`config.mk`:
```
export PLATFORM = sky130hd
export DESIGN_NAME = murmur64a_hash
export DESIGN_NICKNAME = d
export VERILOG_FILES = /design/src/hdl/mm64_pkg.sv /design/src/hdl/murmur64a_hash.sv /design/src/hdl/mm64_front.sv /design/src/hdl/mm64_queue.sv /design/src/hdl/mm64_back.sv
export SDC_FILE = /design/constraint.sdc
export NUM_CORES = 2
export LEC_CHECK = 0
export BUFFER_PORTS_ARGS = -buffer_cell sky130_fd_sc_hd__buf_4
export CORE_ASPECT_RATIO = 0.9
export CORE_UTILIZATION = 60
export DETAILED_ROUTE_END_ITERATION = 10
export PLACE_DENSITY = 0.89
export RECOVER_POWER = 50
export SYNTH_ARGS = -nofsm -noshare
export SYNTH_HDL_FRONTEND = slang
export SYNTH_SLANG_ARGS = --single-unit
```
`constraint.sdc`:
```
create_clock -name clk -period 13.2 [get_ports clk]
set_clock_uncertainty 0.15 [all_clocks]
set_input_delay 2.64 -clock clk [delete_from_list [all_inputs] [get_ports clk]]
set_output_delay 2.64 -clock clk [all_outputs]
set_load 0.02 [all_outputs]
```
`src/hdl/mm64_pkg.sv`:
```
// Shared types and constants for the MurmurHash64A streaming engine.
// No dependencies; imported by every module of the block.
package mm64_pkg;

    localparam logic [63:0] MIX_MUL    = 64'hc6a4a7935bd1e995;
    localparam int          MIX_SHIFT  = 47;
    localparam logic [63:0] SEED_RESET = 64'd76493;
    localparam int          LEN_W      = 31;
    localparam int          NB_W       = 4;
    localparam logic [3:0]  NB_FULL    = 4'd8;

    localparam logic [1:0]  KIND_NONE  = 2'd0;
    localparam logic [1:0]  KIND_FULL  = 2'd1;
    localparam logic [1:0]  KIND_TAIL  = 2'd2;

    typedef struct packed {
        logic [63:0]      word;
        logic [NB_W-1:0]  nbytes;
        logic [1:0]       kind;
        logic             first;
        logic             last;
        logic [LEN_W-1:0] len;
    } mm64_item_t;

    function automatic logic [63:0] xor_shift(input logic [63:0] v);
        return v ^ (v >> MIX_SHIFT);
    endfunction

endpackage

```
`src/hdl/murmur64a_hash.sv`:
```
// MurmurHash64A streaming engine. Each request is one little-endian 64-bit word;
// tuser marks the first word of a message (its msg_len seeds the accumulator) and
// tlast the final word, which returns the digest and a length-mismatch flag.
// Every 64x64 multiply runs on one shared 32x32 multiplier in the hash engine. A
// word costs a dispatch plus its multiplies: three for a full word, one for a tail
// word and none for an empty word, plus one more for a first word and one more and
// an output step for a last word. A 2-deep queue lets input keep arriving meanwhile.
// Write the seed register via cfg_valid/cfg_data only while idle; this is not enforced.
module murmur64a_hash #(
    parameter int QUEUE_DEPTH = 2
) (
    input  logic         clk,
    input  logic         rst_n,
    input  logic         s_tvalid,
    output logic         s_tready,
    input  logic [103:0] s_tdata,   // data_word[63:0], valid_bytes[67:64], msg_len[98:68]
    input  logic         s_tuser,   // is_first
    input  logic         s_tlast,
    output logic         m_tvalid,
    input  logic         m_tready,
    output logic [63:0]  m_tdata,   // digest[63:0]
    output logic         m_tuser,   // length_error
    input  logic         cfg_valid,
    output logic         cfg_ready,
    input  logic [63:0]  cfg_data
);
    import mm64_pkg::*;

    localparam int CNT_W = $clog2(QUEUE_DEPTH + 1);

    logic [63:0]      seed_reg;
    logic             f_valid;
    logic             f_ready;
    mm64_item_t       f_item;
    logic             q_valid;
    logic             q_ready;
    mm64_item_t       q_item;
    logic [CNT_W-1:0] q_level;

    assign cfg_ready = 1'b1;

    always_ff @(posedge clk or negedge rst_n)
    begin
        if (!rst_n)
        begin
            seed_reg <= SEED_RESET;
        end
        else if (cfg_valid && cfg_ready)
        begin
            seed_reg <= cfg_data;
        end
    end

    mm64_front u_front (
        .clk        (clk),
        .rst_n      (rst_n),
        .s_tvalid   (s_tvalid),
        .s_tready   (s_tready),
        .s_tdata    (s_tdata),
        .s_tuser    (s_tuser),
        .s_tlast    (s_tlast),
        .item_valid (f_valid),
        .item_ready (f_ready),
        .item       (f_item)
    );

    mm64_queue #(
        .DEPTH (QUEUE_DEPTH)
    ) u_queue (
        .clk        (clk),
        .rst_n      (rst_n),
        .push_valid (f_valid),
        .push_ready (f_ready),
        .push_item  (f_item),
        .pop_valid  (q_valid),
        .pop_ready  (q_ready),
        .pop_item   (q_item),
        .level      (q_level)
    );

    mm64_back u_back (
        .clk       (clk),
        .rst_n     (rst_n),
        .seed      (seed_reg),
        .pop_valid (q_valid),
        .pop_ready (q_ready),
        .pop_item  (q_item),
        .m_tvalid  (m_tvalid),
        .m_tready  (m_tready),
        .m_tdata   (m_tdata),
        .m_tuser   (m_tuser)
    );

`ifndef SYNTHESIS
    a_front_hold: assert property (@(posedge clk) disable iff (!rst_n)
        f_valid && !f_ready |=> f_valid && $stable(f_item))
        else $error("front stage lost a request while the queue was full");

    a_queue_level: assert property (@(posedge clk) disable iff (!rst_n)
        q_level <= CNT_W'(QUEUE_DEPTH))
        else $error("queue level above depth");

    a_queue_pop: assert property (@(posedge clk) disable iff (!rst_n)
        q_valid && q_ready && !(f_valid && f_ready) |=> q_level == $past(q_level) - CNT_W'(1))
        else $error("queue level did not follow a pop");
`endif

endmodule

```
`src/hdl/mm64_front.sv`:
```
// Input stage: takes stream requests, saturates the byte count, masks tail bytes
// and classifies each word. Depends on mm64_pkg.
module mm64_front (
    input  logic                 clk,
    input  logic                 rst_n,
    input  logic                 s_tvalid,
    output logic                 s_tready,
    input  logic [103:0]         s_tdata,
    input  logic                 s_tuser,
    input  logic                 s_tlast,
    output logic                 item_valid,
    input  logic                 item_ready,
    output mm64_pkg::mm64_item_t item
);
    import mm64_pkg::*;

    logic            valid_reg;
    logic            valid_next;
    mm64_item_t      item_reg;
    mm64_item_t      item_next;
    logic [NB_W-1:0] nb_raw;
    logic [NB_W-1:0] nb_sat;
    logic [63:0]     masked;
    logic            accept;

    assign s_tready   = !valid_reg || item_ready;
    assign accept     = s_tvalid && s_tready;
    assign item_valid = valid_reg;
    assign item       = item_reg;

    always_comb
    begin
        nb_raw = s_tdata[67:64];
        nb_sat = (nb_raw > NB_FULL) ? NB_FULL : nb_raw;
        for (int b = 0; b < 8; b++)
        begin
            masked[b*8 +: 8] = (NB_W'(b) < nb_sat) ? s_tdata[b*8 +: 8] : 8'h00;
        end
        item_next.word   = masked;
        item_next.nbytes = nb_sat;
        if (nb_sat == NB_FULL)
        begin
            item_next.kind = KIND_FULL;
        end
        else if (nb_sat != '0)
        begin
            item_next.kind = KIND_TAIL;
        end
        else
        begin
            item_next.kind = KIND_NONE;
        end
        item_next.first = s_tuser;
        item_next.last  = s_tlast;
        item_next.len   = s_tdata[98:68];
    end

    always_comb
    begin
        valid_next = valid_reg;
        if (accept)
        begin
            valid_next = 1'b1;
        end
        else if (item_ready)
        begin
            valid_next = 1'b0;
        end
    end

    always_ff @(posedge clk or negedge rst_n)
    begin
        if (!rst_n)
        begin
            valid_reg <= 1'b0;
        end
        else
        begin
            valid_reg <= valid_next;
        end
    end

    always_ff @(posedge clk)
    begin
        if (accept)
        begin
            item_reg <= item_next;
        end
    end

endmodule

```
`src/hdl/mm64_queue.sv`:
```
// Small FIFO of classified words between the input stage and the hash engine.
// Depends on mm64_pkg.
module mm64_queue #(
    parameter int DEPTH = 2
) (
    input  logic                         clk,
    input  logic                         rst_n,
    input  logic                         push_valid,
    output logic                         push_ready,
    input  mm64_pkg::mm64_item_t         push_item,
    output logic                         pop_valid,
    input  logic                         pop_ready,
    output mm64_pkg::mm64_item_t         pop_item,
    output logic [$clog2(DEPTH+1)-1:0]   level
);
    import mm64_pkg::*;

    localparam int PTR_W = (DEPTH > 1) ? $clog2(DEPTH) : 1;
    localparam int CNT_W = $clog2(DEPTH + 1);

    mm64_item_t       mem [DEPTH];
    logic [PTR_W-1:0] wr_ptr_reg;
    logic [PTR_W-1:0] wr_ptr_next;
    logic [PTR_W-1:0] rd_ptr_reg;
    logic [PTR_W-1:0] rd_ptr_next;
    logic [CNT_W-1:0] count_reg;
    logic [CNT_W-1:0] count_next;
    logic             do_push;
    logic             do_pop;

    assign push_ready = (count_reg != CNT_W'(DEPTH));
    assign pop_valid  = (count_reg != '0);
    assign pop_item   = mem[rd_ptr_reg];
    assign level      = count_reg;
    assign do_push    = push_valid && push_ready;
    assign do_pop     = pop_valid && pop_ready;

    always_comb
    begin
        wr_ptr_next = wr_ptr_reg;
        rd_ptr_next = rd_ptr_reg;
        count_next  = count_reg;
        if (do_push)
        begin
            wr_ptr_next = (wr_ptr_reg == PTR_W'(DEPTH - 1)) ? '0 : wr_ptr_reg + PTR_W'(1);
        end
        if (do_pop)
        begin
            rd_ptr_next = (rd_ptr_reg == PTR_W'(DEPTH - 1)) ? '0 : rd_ptr_reg + PTR_W'(1);
        end
        if (do_push && !do_pop)
        begin
            count_next = count_reg + CNT_W'(1);
        end
        else if (do_pop && !do_push)
        begin
            count_next = count_reg - CNT_W'(1);
        end
    end

    always_ff @(posedge clk or negedge rst_n)
    begin
        if (!rst_n)
        begin
            wr_ptr_reg <= '0;
            rd_ptr_reg <= '0;
            count_reg  <= '0;
        end
        else
        begin
            wr_ptr_reg <= wr_ptr_next;
            rd_ptr_reg <= rd_ptr_next;
            count_reg  <= count_next;
        end
    end

    always_ff @(posedge clk)
    begin
        if (do_push)
        begin
            mem[wr_ptr_reg] <= push_item;
        end
    end

endmodule

```
`src/hdl/mm64_back.sv`:
```
// Hash engine: sequences seeding, word mix, tail mix and finalization over one
// shared 32x32 multiplier, and holds the result register. Depends on mm64_pkg.
module mm64_back (
    input  logic                 clk,
    input  logic                 rst_n,
    input  logic [63:0]          seed,
    input  logic                 pop_valid,
    output logic                 pop_ready,
    input  mm64_pkg::mm64_item_t pop_item,
    output logic                 m_tvalid,
    input  logic                 m_tready,
    output logic [63:0]          m_tdata,
    output logic                 m_tuser
);
    import mm64_pkg::*;

    localparam logic [1:0] ST_IDLE  = 2'd0;
    localparam logic [1:0] ST_MUL   = 2'd1;
    localparam logic [1:0] ST_OUT   = 2'd2;

    localparam logic [2:0] PH_SEED  = 3'd0;
    localparam logic [2:0] PH_K1    = 3'd1;
    localparam logic [2:0] PH_K2    = 3'd2;
    localparam logic [2:0] PH_ACC   = 3'd3;
    localparam logic [2:0] PH_FIN   = 3'd4;

    localparam logic [1:0] STEP_LL  = 2'd0;
    localparam logic [1:0] STEP_LH  = 2'd1;
    localparam logic [1:0] STEP_HL  = 2'd2;

    typedef struct packed {
        logic [1:0]  state;
        logic [2:0]  phase;
        logic [63:0] a;
    } disp_t;

    logic [1:0]       state_reg,  state_next;
    logic [2:0]       phase_reg,  phase_next;
    logic [1:0]       step_reg,   step_next;
    logic [63:0]      a_reg,      a_next;
    logic [63:0]      prod_reg,   prod_next;
    logic [63:0]      acc_reg,    acc_next;
    logic [LEN_W-1:0] bytes_reg,  bytes_next;
    logic [LEN_W-1:0] exp_reg,    exp_next;
    mm64_item_t       cur_reg,    cur_next;
    logic             ovalid_reg, ovalid_next;
    logic [63:0]      odig_reg,   odig_next;
    logic             oerr_reg,   oerr_next;

    logic [31:0]      mul_x;
    logic [31:0]      mul_y;
    logic [63:0]      mul_p;
    logic [63:0]      prod_sum;
    logic [LEN_W:0]   bsum;
    logic [63:0]      seeded;
    disp_t            d;

    function automatic disp_t dispatch(input logic [63:0] acc, input mm64_item_t it);
        disp_t r;
        r.state = ST_IDLE;
        r.phase = PH_ACC;
        r.a     = acc;
        if (it.kind == KIND_FULL)
        begin
            r.state = ST_MUL;
            r.phase = PH_K1;
            r.a     = it.word;
        end
        else if (it.kind == KIND_TAIL)
        begin
            r.state = ST_MUL;
            r.phase = PH_ACC;
            r.a     = acc ^ it.word;
        end
        else if (it.last)
        begin
            r.state = ST_MUL;
            r.phase = PH_FIN;
            r.a     = xor_shift(acc);
        end
        return r;
    endfunction

    assign pop_ready = (state_reg == ST_IDLE);
    assign m_tvalid  = ovalid_reg;
    assign m_tdata   = odig_reg;
    assign m_tuser   = oerr_reg;

    assign mul_x    = (step_reg == STEP_HL) ? a_reg[63:32] : a_reg[31:0];
    assign mul_y    = (step_reg == STEP_LH) ? MIX_MUL[63:32] : MIX_MUL[31:0];
    assign mul_p    = {32'h0, mul_x} * {32'h0, mul_y};
    assign prod_sum = prod_reg + {mul_p[31:0], 32'h0};
    assign seeded   = seed ^ prod_sum;

    always_comb
    begin
        state_next  = state_reg;
        phase_next  = phase_reg;
        step_next   = step_reg;
        a_next      = a_reg;
        prod_next   = prod_reg;
        acc_next    = acc_reg;
        bytes_next  = bytes_reg;
        exp_next    = exp_reg;
        cur_next    = cur_reg;
        ovalid_next = ovalid_reg && !m_tready;
        odig_next   = odig_reg;
        oerr_next   = oerr_reg;
        bsum        = {1'b0, bytes_reg} + (LEN_W + 1)'(pop_item.nbytes);
        d           = dispatch(acc_reg, pop_item);

        case (state_reg)
            ST_IDLE:
            begin
                if (pop_valid)
                begin
                    cur_next = pop_item;
                    step_next = STEP_LL;
                    if (pop_item.first)
                    begin
                        bytes_next = LEN_W'(pop_item.nbytes);
                        exp_next   = pop_item.len;
                        state_next = ST_MUL;
                        phase_next = PH_SEED;
                        a_next     = {33'h0, pop_item.len};
                    end
                    else
                    begin
                        bytes_next = bsum[LEN_W] ? {LEN_W{1'b1}} : bsum[LEN_W-1:0];
                        state_next = d.state;
                        phase_next = d.phase;
                        a_next     = d.a;
                    end
                end
            end
            ST_MUL:
            begin
                case (step_reg)
                    STEP_LL:
                    begin
                        prod_next = mul_p;
                        step_next = STEP_LH;
                    end
                    STEP_LH:
                    begin
                        prod_next = prod_sum;
                        step_next = STEP_HL;
                    end
                    default:
                    begin
                        step_next = STEP_LL;
                        case (phase_reg)
                            PH_SEED:
                            begin
                                acc_next = seeded;
                                d = dispatch(seeded, cur_reg);
                                state_next = d.state;
                                phase_next = d.phase;
                                a_next     = d.a;
                            end
                            PH_K1:
                            begin
                                a_next     = xor_shift(prod_sum);
                                phase_next = PH_K2;
                            end
                            PH_K2:
                            begin
                                a_next     = acc_reg ^ prod_sum;
                                phase_next = PH_ACC;
                            end
                            PH_ACC:
                            begin
                                acc_next = prod_sum;
                                if (cur_reg.last)
                                begin
                                    a_next     = xor_shift(prod_sum);
                                    phase_next = PH_FIN;
                                end
                                else
                                begin
                                    state_next = ST_IDLE;
                                end
                            end
                            PH_FIN:
                            begin
                                a_next     = xor_shift(prod_sum);
                                state_next = ST_OUT;
                            end
                            default:
                            begin
                                state_next = ST_IDLE;
                            end
                        endcase
                    end
                endcase
            end
            ST_OUT:
            begin
                if (!ovalid_reg || m_tready)
                begin
                    ovalid_next = 1'b1;
                    odig_next   = a_reg;
                    oerr_next   = (bytes_reg != exp_reg);
                    state_next  = ST_IDLE;
                end
            end
            default:
            begin
                state_next = ST_IDLE;
            end
        endcase
    end

    always_ff @(posedge clk or negedge rst_n)
    begin
        if (!rst_n)
        begin
            state_reg  <= ST_IDLE;
            phase_reg  <= PH_SEED;
            step_reg   <= STEP_LL;
            acc_reg    <= '0;
            bytes_reg  <= '0;
            exp_reg    <= '0;
            ovalid_reg <= 1'b0;
        end
        else
        begin
            state_reg  <= state_next;
            phase_reg  <= phase_next;
            step_reg   <= step_next;
            acc_reg    <= acc_next;
            bytes_reg  <= bytes_next;
            exp_reg    <= exp_next;
            ovalid_reg <= ovalid_next;
        end
    end

    always_ff @(posedge clk)
    begin
        a_reg    <= a_next;
        prod_reg <= prod_next;
        cur_reg  <= cur_next;
        odig_reg <= odig_next;
        oerr_reg <= oerr_next;
    end

endmodule
```
-- After elaboration in Yosys (flattened, before gate mapping)
Memory sizes are Yosys's and may differ from the RTL's.
Cells that the tools add are included.
- flip-flop bits (word level): 566
- memory bits (writable): 206
- word-level logic and storage cells: 161
- memories: 1
- memory list (memory ; depth ; bits a word ; rd ports ; clocked after memory_dff ; write ports ; line ; RTL):
    u_queue.mem ; 2 ; 103 ; 1 ; 0 ; 1 ; mm64_queue.sv:21 ; mm64_item_t mem [DEPTH];
- add/sub/neg operators: 6
- multipliers: 1
- $lt $le $gt $ge: 9
- equality and inequality tests: 23
- multiplexer cells: 46
- bitwise operators: 8
- reduce and logical (&&, ||, !) cells: 35
- operators with widths (cell ; count):
    case mux 64 bit (2 select lines) ; 3
    2-to-1 mux 68 bit ; 4
    2-to-1 mux 64 bit ; 4
    case mux 64 bit (4 select lines) ; 1
    bitwise XOR 64 bit ; 4
    bitwise XOR 64 x 17 -> 64 bit ; 3
    2-to-1 mux 69 bit ; 2
    adder 64 bit ; 1
    multiplier 32 x 32 -> 64 bit ; 1
    2-to-1 mux 32 bit ; 2
    2-to-1 mux 31 bit ; 2
    adder 31 x 4 -> 32 bit ; 1
    != test 31 bit ; 1
    2-to-1 mux 2 bit ; 9
    less-than comparator 3 x 4 -> 1 bit, first input constant ; 4
    AND reduction 5 bit ; 3
    2-to-1 mux 3 bit ; 4
    case mux 3 bit (4 select lines) ; 1
    nonzero test 2 bit ; 6
    != test 5 x 4 -> 1 bit, second input constant ; 2
    == test 2 x 1 -> 1 bit, second input constant ; 4
    == test 2 bit, second input constant ; 4
    less-than comparator 1 x 4 -> 1 bit, first input constant ; 2
    less-than comparator 2 x 4 -> 1 bit, first input constant ; 2
    28 further kinds ; 58

-- Longest topological paths before layout
- depth in word-level cells: 12
- depth in mapped cells: 45
- mapped depth without buffers: 41

-- By module
From an unflattened synthesis, not the netlist that was laid out.
- cells, all modules: 5692
- area, all modules: 62912.8 um^2
- modules (own cells, without submodules) (module ; times used ; cells an instance ; area each (um^2)):
    mm64_back ; 1 ; 5026 ; 48620.4
    mm64_queue ; 1 ; 339 ; 7878.8
    mm64_front ; 1 ; 190 ; 3712.3
    murmur64a_hash ; 1 ; 137 ; 2701.3

-- Least setup slack after synthesis
OpenSTA, ideal clock, no wires.
- path kind: reg2reg
- start point: register u_back.step_reg[1]
- end point: register u_back.a_reg[13], data pin
- setup time: 0.277 ns
- data arrival time: 10.389 ns
- slack: 2.384 ns
- cell stages (with the launch flop): 43
- buffers on the path: 6
- path through: dfrtp_1 clkbuf_1 nor2b_1 clkbuf_1 buf_1 clkbuf_1 mux2i_1 inv_1 nand2_1 inv_1 ha_1 inv_1 fa_1 fa_1 fa_1 inv_1 fa_1 inv_1 [7 not listed] o221a_1 o21ai_1 o21a_1 o21a_1 nor2_1 xnor2_1 ha_1 clkbuf_1 a21oi_1 o21a_1 a21boi_0 a41oi_1 a2111o_1 and4_4 or2_4 a211o_1 a21oi_1 o211ai_2
- word-level cells in the longest chain between the ends: 12
- elaborated cells between the ends (all ways): 16
- ends and longest elaborated chain (element ; line ; RTL):
    start: declaration ; mm64_back.sv:39 ; logic [1:0] step_reg, step_next;
    start signal: assignment ; mm64_back.sv:230 ; step_reg <= step_next;
    == test 2 bit / == test 2 x 1 -> 1 bit (equally long branches) ; mm64_back.sv:89, mm64_back.sv:90 ;
    2-to-1 mux 32 bit, on equally long branches ; mm64_back.sv:89, mm64_back.sv:90 ;
    multiplier 32 x 32 -> 64 bit * ; mm64_back.sv:91 ; assign mul_p = {32'h0, mul_x} * {32'h0, mul_y};
    adder 64 bit * ; mm64_back.sv:92 ; assign prod_sum = prod_reg + {mul_p[31:0], 32'h0};
    bitwise XOR 64 bit ; mm64_back.sv:93 ; assign seeded = seed ^ prod_sum;
    bitwise XOR 64 x 17 -> 64 bit ; mm64_pkg.sv:26 ; return v ^ (v >> MIX_SHIFT);
    2-to-1 mux 68 bit ; mm64_back.sv:75 ; else if (it.last)
    2-to-1 mux 69 bit ; mm64_back.sv:69 ; else if (it.kind == KIND_TAIL)
    2-to-1 mux 69 bit ; mm64_back.sv:63 ; if (it.kind == KIND_FULL)
    case mux 64 bit (4 select lines) * ; mm64_back.sv:152 ; case (phase_reg)
    2-to-1 mux 64 bit * ; mm64_back.sv:138 ; case (step_reg)
    case mux 64 bit (2 select lines) * ; mm64_back.sv:112 ; case (state_reg)
    via u_back.a_next[13] ; mm64_back.sv:40 ; logic [63:0] a_reg, a_next;
    end signal: assignment ; mm64_back.sv:240 ; a_reg <= a_next;
    end: declaration ; mm64_back.sv:40 ;
Mark *: on every way through the listed nets, which the timed path passes. The rest lies on a longest branch. The select of a mux whose other input is x is not followed.
A chain may end at the register's enable or synchronous reset.

-- Final worst setup path
- start point: register u_back.step_reg[1]
- end point: register u_back.a_reg[4], data pin
Same word-level chain as after synthesis.

==> qor.yml <==
yosys_warnings: 0
slew_violations: 615
critPathCapture: "u_back.a_reg[4]"
die_area_mm2: 0.105
yosys-top-cells-area: "edfxtp_1 27%, fa_1 20%, ha_1 8.7%"
setup.worst_path.start: "u_back.step_reg[1]"
cap_violations: 15
hpwl_um: 159000
die_h_um: 308
seq_area_frac_synth_pct: 35.6
initial_core_util_pct: 60.8
overflow: 0
grt_pass1_wl_um: 306000
r2r_start: "u_back.step_reg[1]"
dr.first_iter.drc_count: 7904
violations: "max-capacitance violations, max-slew violations"
yosysTopAreaCell: "edfxtp_1"
r2r_cells: 34
clkSlewWorstSetupHoldPaths_ns: 0.07
gp_congestion: 1.05
vias: 48000
hold_path.class: "flop to flop"
cts.path.max_buffers: 3
synth.cell_area_mm2: 0.0622
clk_latency_ns: 0.66
syn2layout_area_growth_pct: 9.40
yosys_register_bits: 772
synth_top_area_share_pct: 27.4
final_cell_mix: "788 x inv_1, 620 x fa_1, 569 x edfxtp_1"
io_buffers: 236
synthFlopType: "edfxtp_1"
final_common_cell: "inv_1"
crit_path_start_kind: "flop"
ctsResizeCount: 0
fp.dieW_um: 342
postRouteAntennaNets: 0
htreeDepth: 3
cp_slowest_stage_delay_ns: 1.29
status: "complete, but fails checks"
r2r_end: "u_back.a_reg[4]"
std_cell_rows: 111
tightestPinTransition_ns: 4.95
cts_buffers: 74
grt_use_total_pct: 40.1
max_freq_ghz: 0.0805
cts_tree: "yes"
cts_hold_buf: 0
clockRootBuffer: "clkbuf_16"
required_ns: 13.28
first_pass_iters: 9
post-route-period-util_pct: 94.2
rsz0062_at_grt: "false"
wl_per_cell_um: 28.1
async_flop_share_pct: 26.3
slew_headroom_pct: -230
routed_wl_um: 207000
hold_viol: 0
ff2ff_setup_slack_ns: 0.77
fin_nets: 7179
critPathArrivalTime_ns: 12.51
path_class: "flop to flop"
end_kind: "flop"
period_needed_ns: 12.43
ios: 243
setup_violations: 0
critPathMaxFanout: 13
drc: 0
largest_reg_flops: 206
ys_types: 94
synth_edf_count: 569
cp_slowest_cell: "o41ai_2"
clock-sinks: 772
core_area_mm2: 0.102
avgSynthCellArea_um2: 10.7
antenna_found_initial: 12
grt_start_max_net_pins: 85
drive_gt1_share_pct: 10.6
post_cts_buffers: 0
netlist_instances: 5801
viasPerCell: 6.51
grt_pass1_vias: 47400
setup_tns_ns: 0
==> cell usage after synthesis (all sizes together), types with 17 or more instances <==
cell	n
xnor2	110
and2	62
a21oi	320
clkbuf	242
o22ai	28
nand2	476
a21o	58
mux2	167
a311oi	18
o211ai	27
buf	40
o21ai	352
edfxtp	569
nor2b	66
and3	36
a211oi	22
nand4	28
nor3	48
o21bai	17
xor2	151
ha	435
nand2b	22
o221ai	40
o31ai	21
mux2i	95
fa	620
a31oi	83
inv	790
a2111oi	21
nand3	91
nor2	296
or2	18
a22oi	23
dfrtp	194
==> routing by layer <==
layer  track usage (%)  share of wire (%)  vias up
met5                 0              0.021        -
met4              18.1                5.7        6
met3              12.5                 15      738
met2              58.2                 42     3654
met1              55.3                 37    23400
li1                  -                  -    20200
==> stage by stage <==
step | setup WS [ns] | std cells | area (µm²) | utilization [%] | hold slack (ns)
2_1_floorplan | 2.38 | 5806 | 62300 | - | 0.270
3_3_place_gp | 1.44 | 7229 | 65700 | 64.1 | 0.272
3_5_place_dp | 1.26 | 7229 | 65700 | 64.1 | 0.281
4_1_cts | 1.21 | 7367 | 68200 | 66.6 | 0.294
5_1_grt | 0.416 | 7368 | 68100 | 66.5 | 0.305
6_report | 0.770 | 7374 | 68100 | 66.5 | 0.293
==> how the worst min path moves through the flow <==
stage                      from            endpoint  slack [ns]  depth (start not counted)
6_report       u_front.item[70]  u_queue.mem[0][70]        0.29                          0
5_1_grt        u_front.item[53]  u_queue.mem[1][53]        0.30                          0
4_1_cts        u_front.item[17]  u_queue.mem[1][17]        0.29                          0
3_5_place_dp   u_front.item[53]  u_queue.mem[1][53]        0.28                          0
3_3_place_gp   u_front.item[37]  u_queue.mem[0][37]        0.27                          0
2_1_floorplan  u_back.a_reg[33]  u_back.m_tdata[33]        0.27                          0
==> cell type report <==
class                           count  area [µm²]
Timing Repair Buffer              349        2570
Fill cell                        7329       34300
Sequential cell                   772       22200
Antenna cell                        7        17.5
Inverter                          790        2970
Multi-Input combinational cell   3962       36200
Clock inverter                     44         485
Clock buffer                       94        2030
Tap cell                         1356        1700
==> critical path, delay by kind of cell (launching register included) <==
family | cells | cell delay (ns)
flip-flops | 1 | 0.68
multiplexers | 1 | 0.54
buffers and inverters | 5 | 0.66
AO/OA/AOI/OAI | 10 | 3.56
AND/OR/NAND/NOR | 6 | 1.71
XOR/XNOR | 2 | 0.43
adder cells (fa/ha/maj) | 10 | 4.26
==> cell families (layout without fill, tap and decap cells) <==
| family | Yosys count | after routing | share of synthesized area, % |
|---|---|---|---|
| buffers and inverters | 1072 | 1277 | 6.49 |
| AOI/OAI and AO/OA | 1180 | 1180 | 11.9 |
| muxes | 262 | 262 | 4.55 |
| xor gates and xnor gates | 270 | 270 | 4.05 |
| adders and majority gates | 1055 | 1055 | 28.7 |
| DFF | 772 | 772 | 35.6 |
| and+or+nand+nor | 1188 | 1188 | 8.67 |
| other | 2 | 14 | 0.0121 |
Power is not shown: default switching activity piles up to over one toggle a cycle in this logic, so the estimate is an artifact.
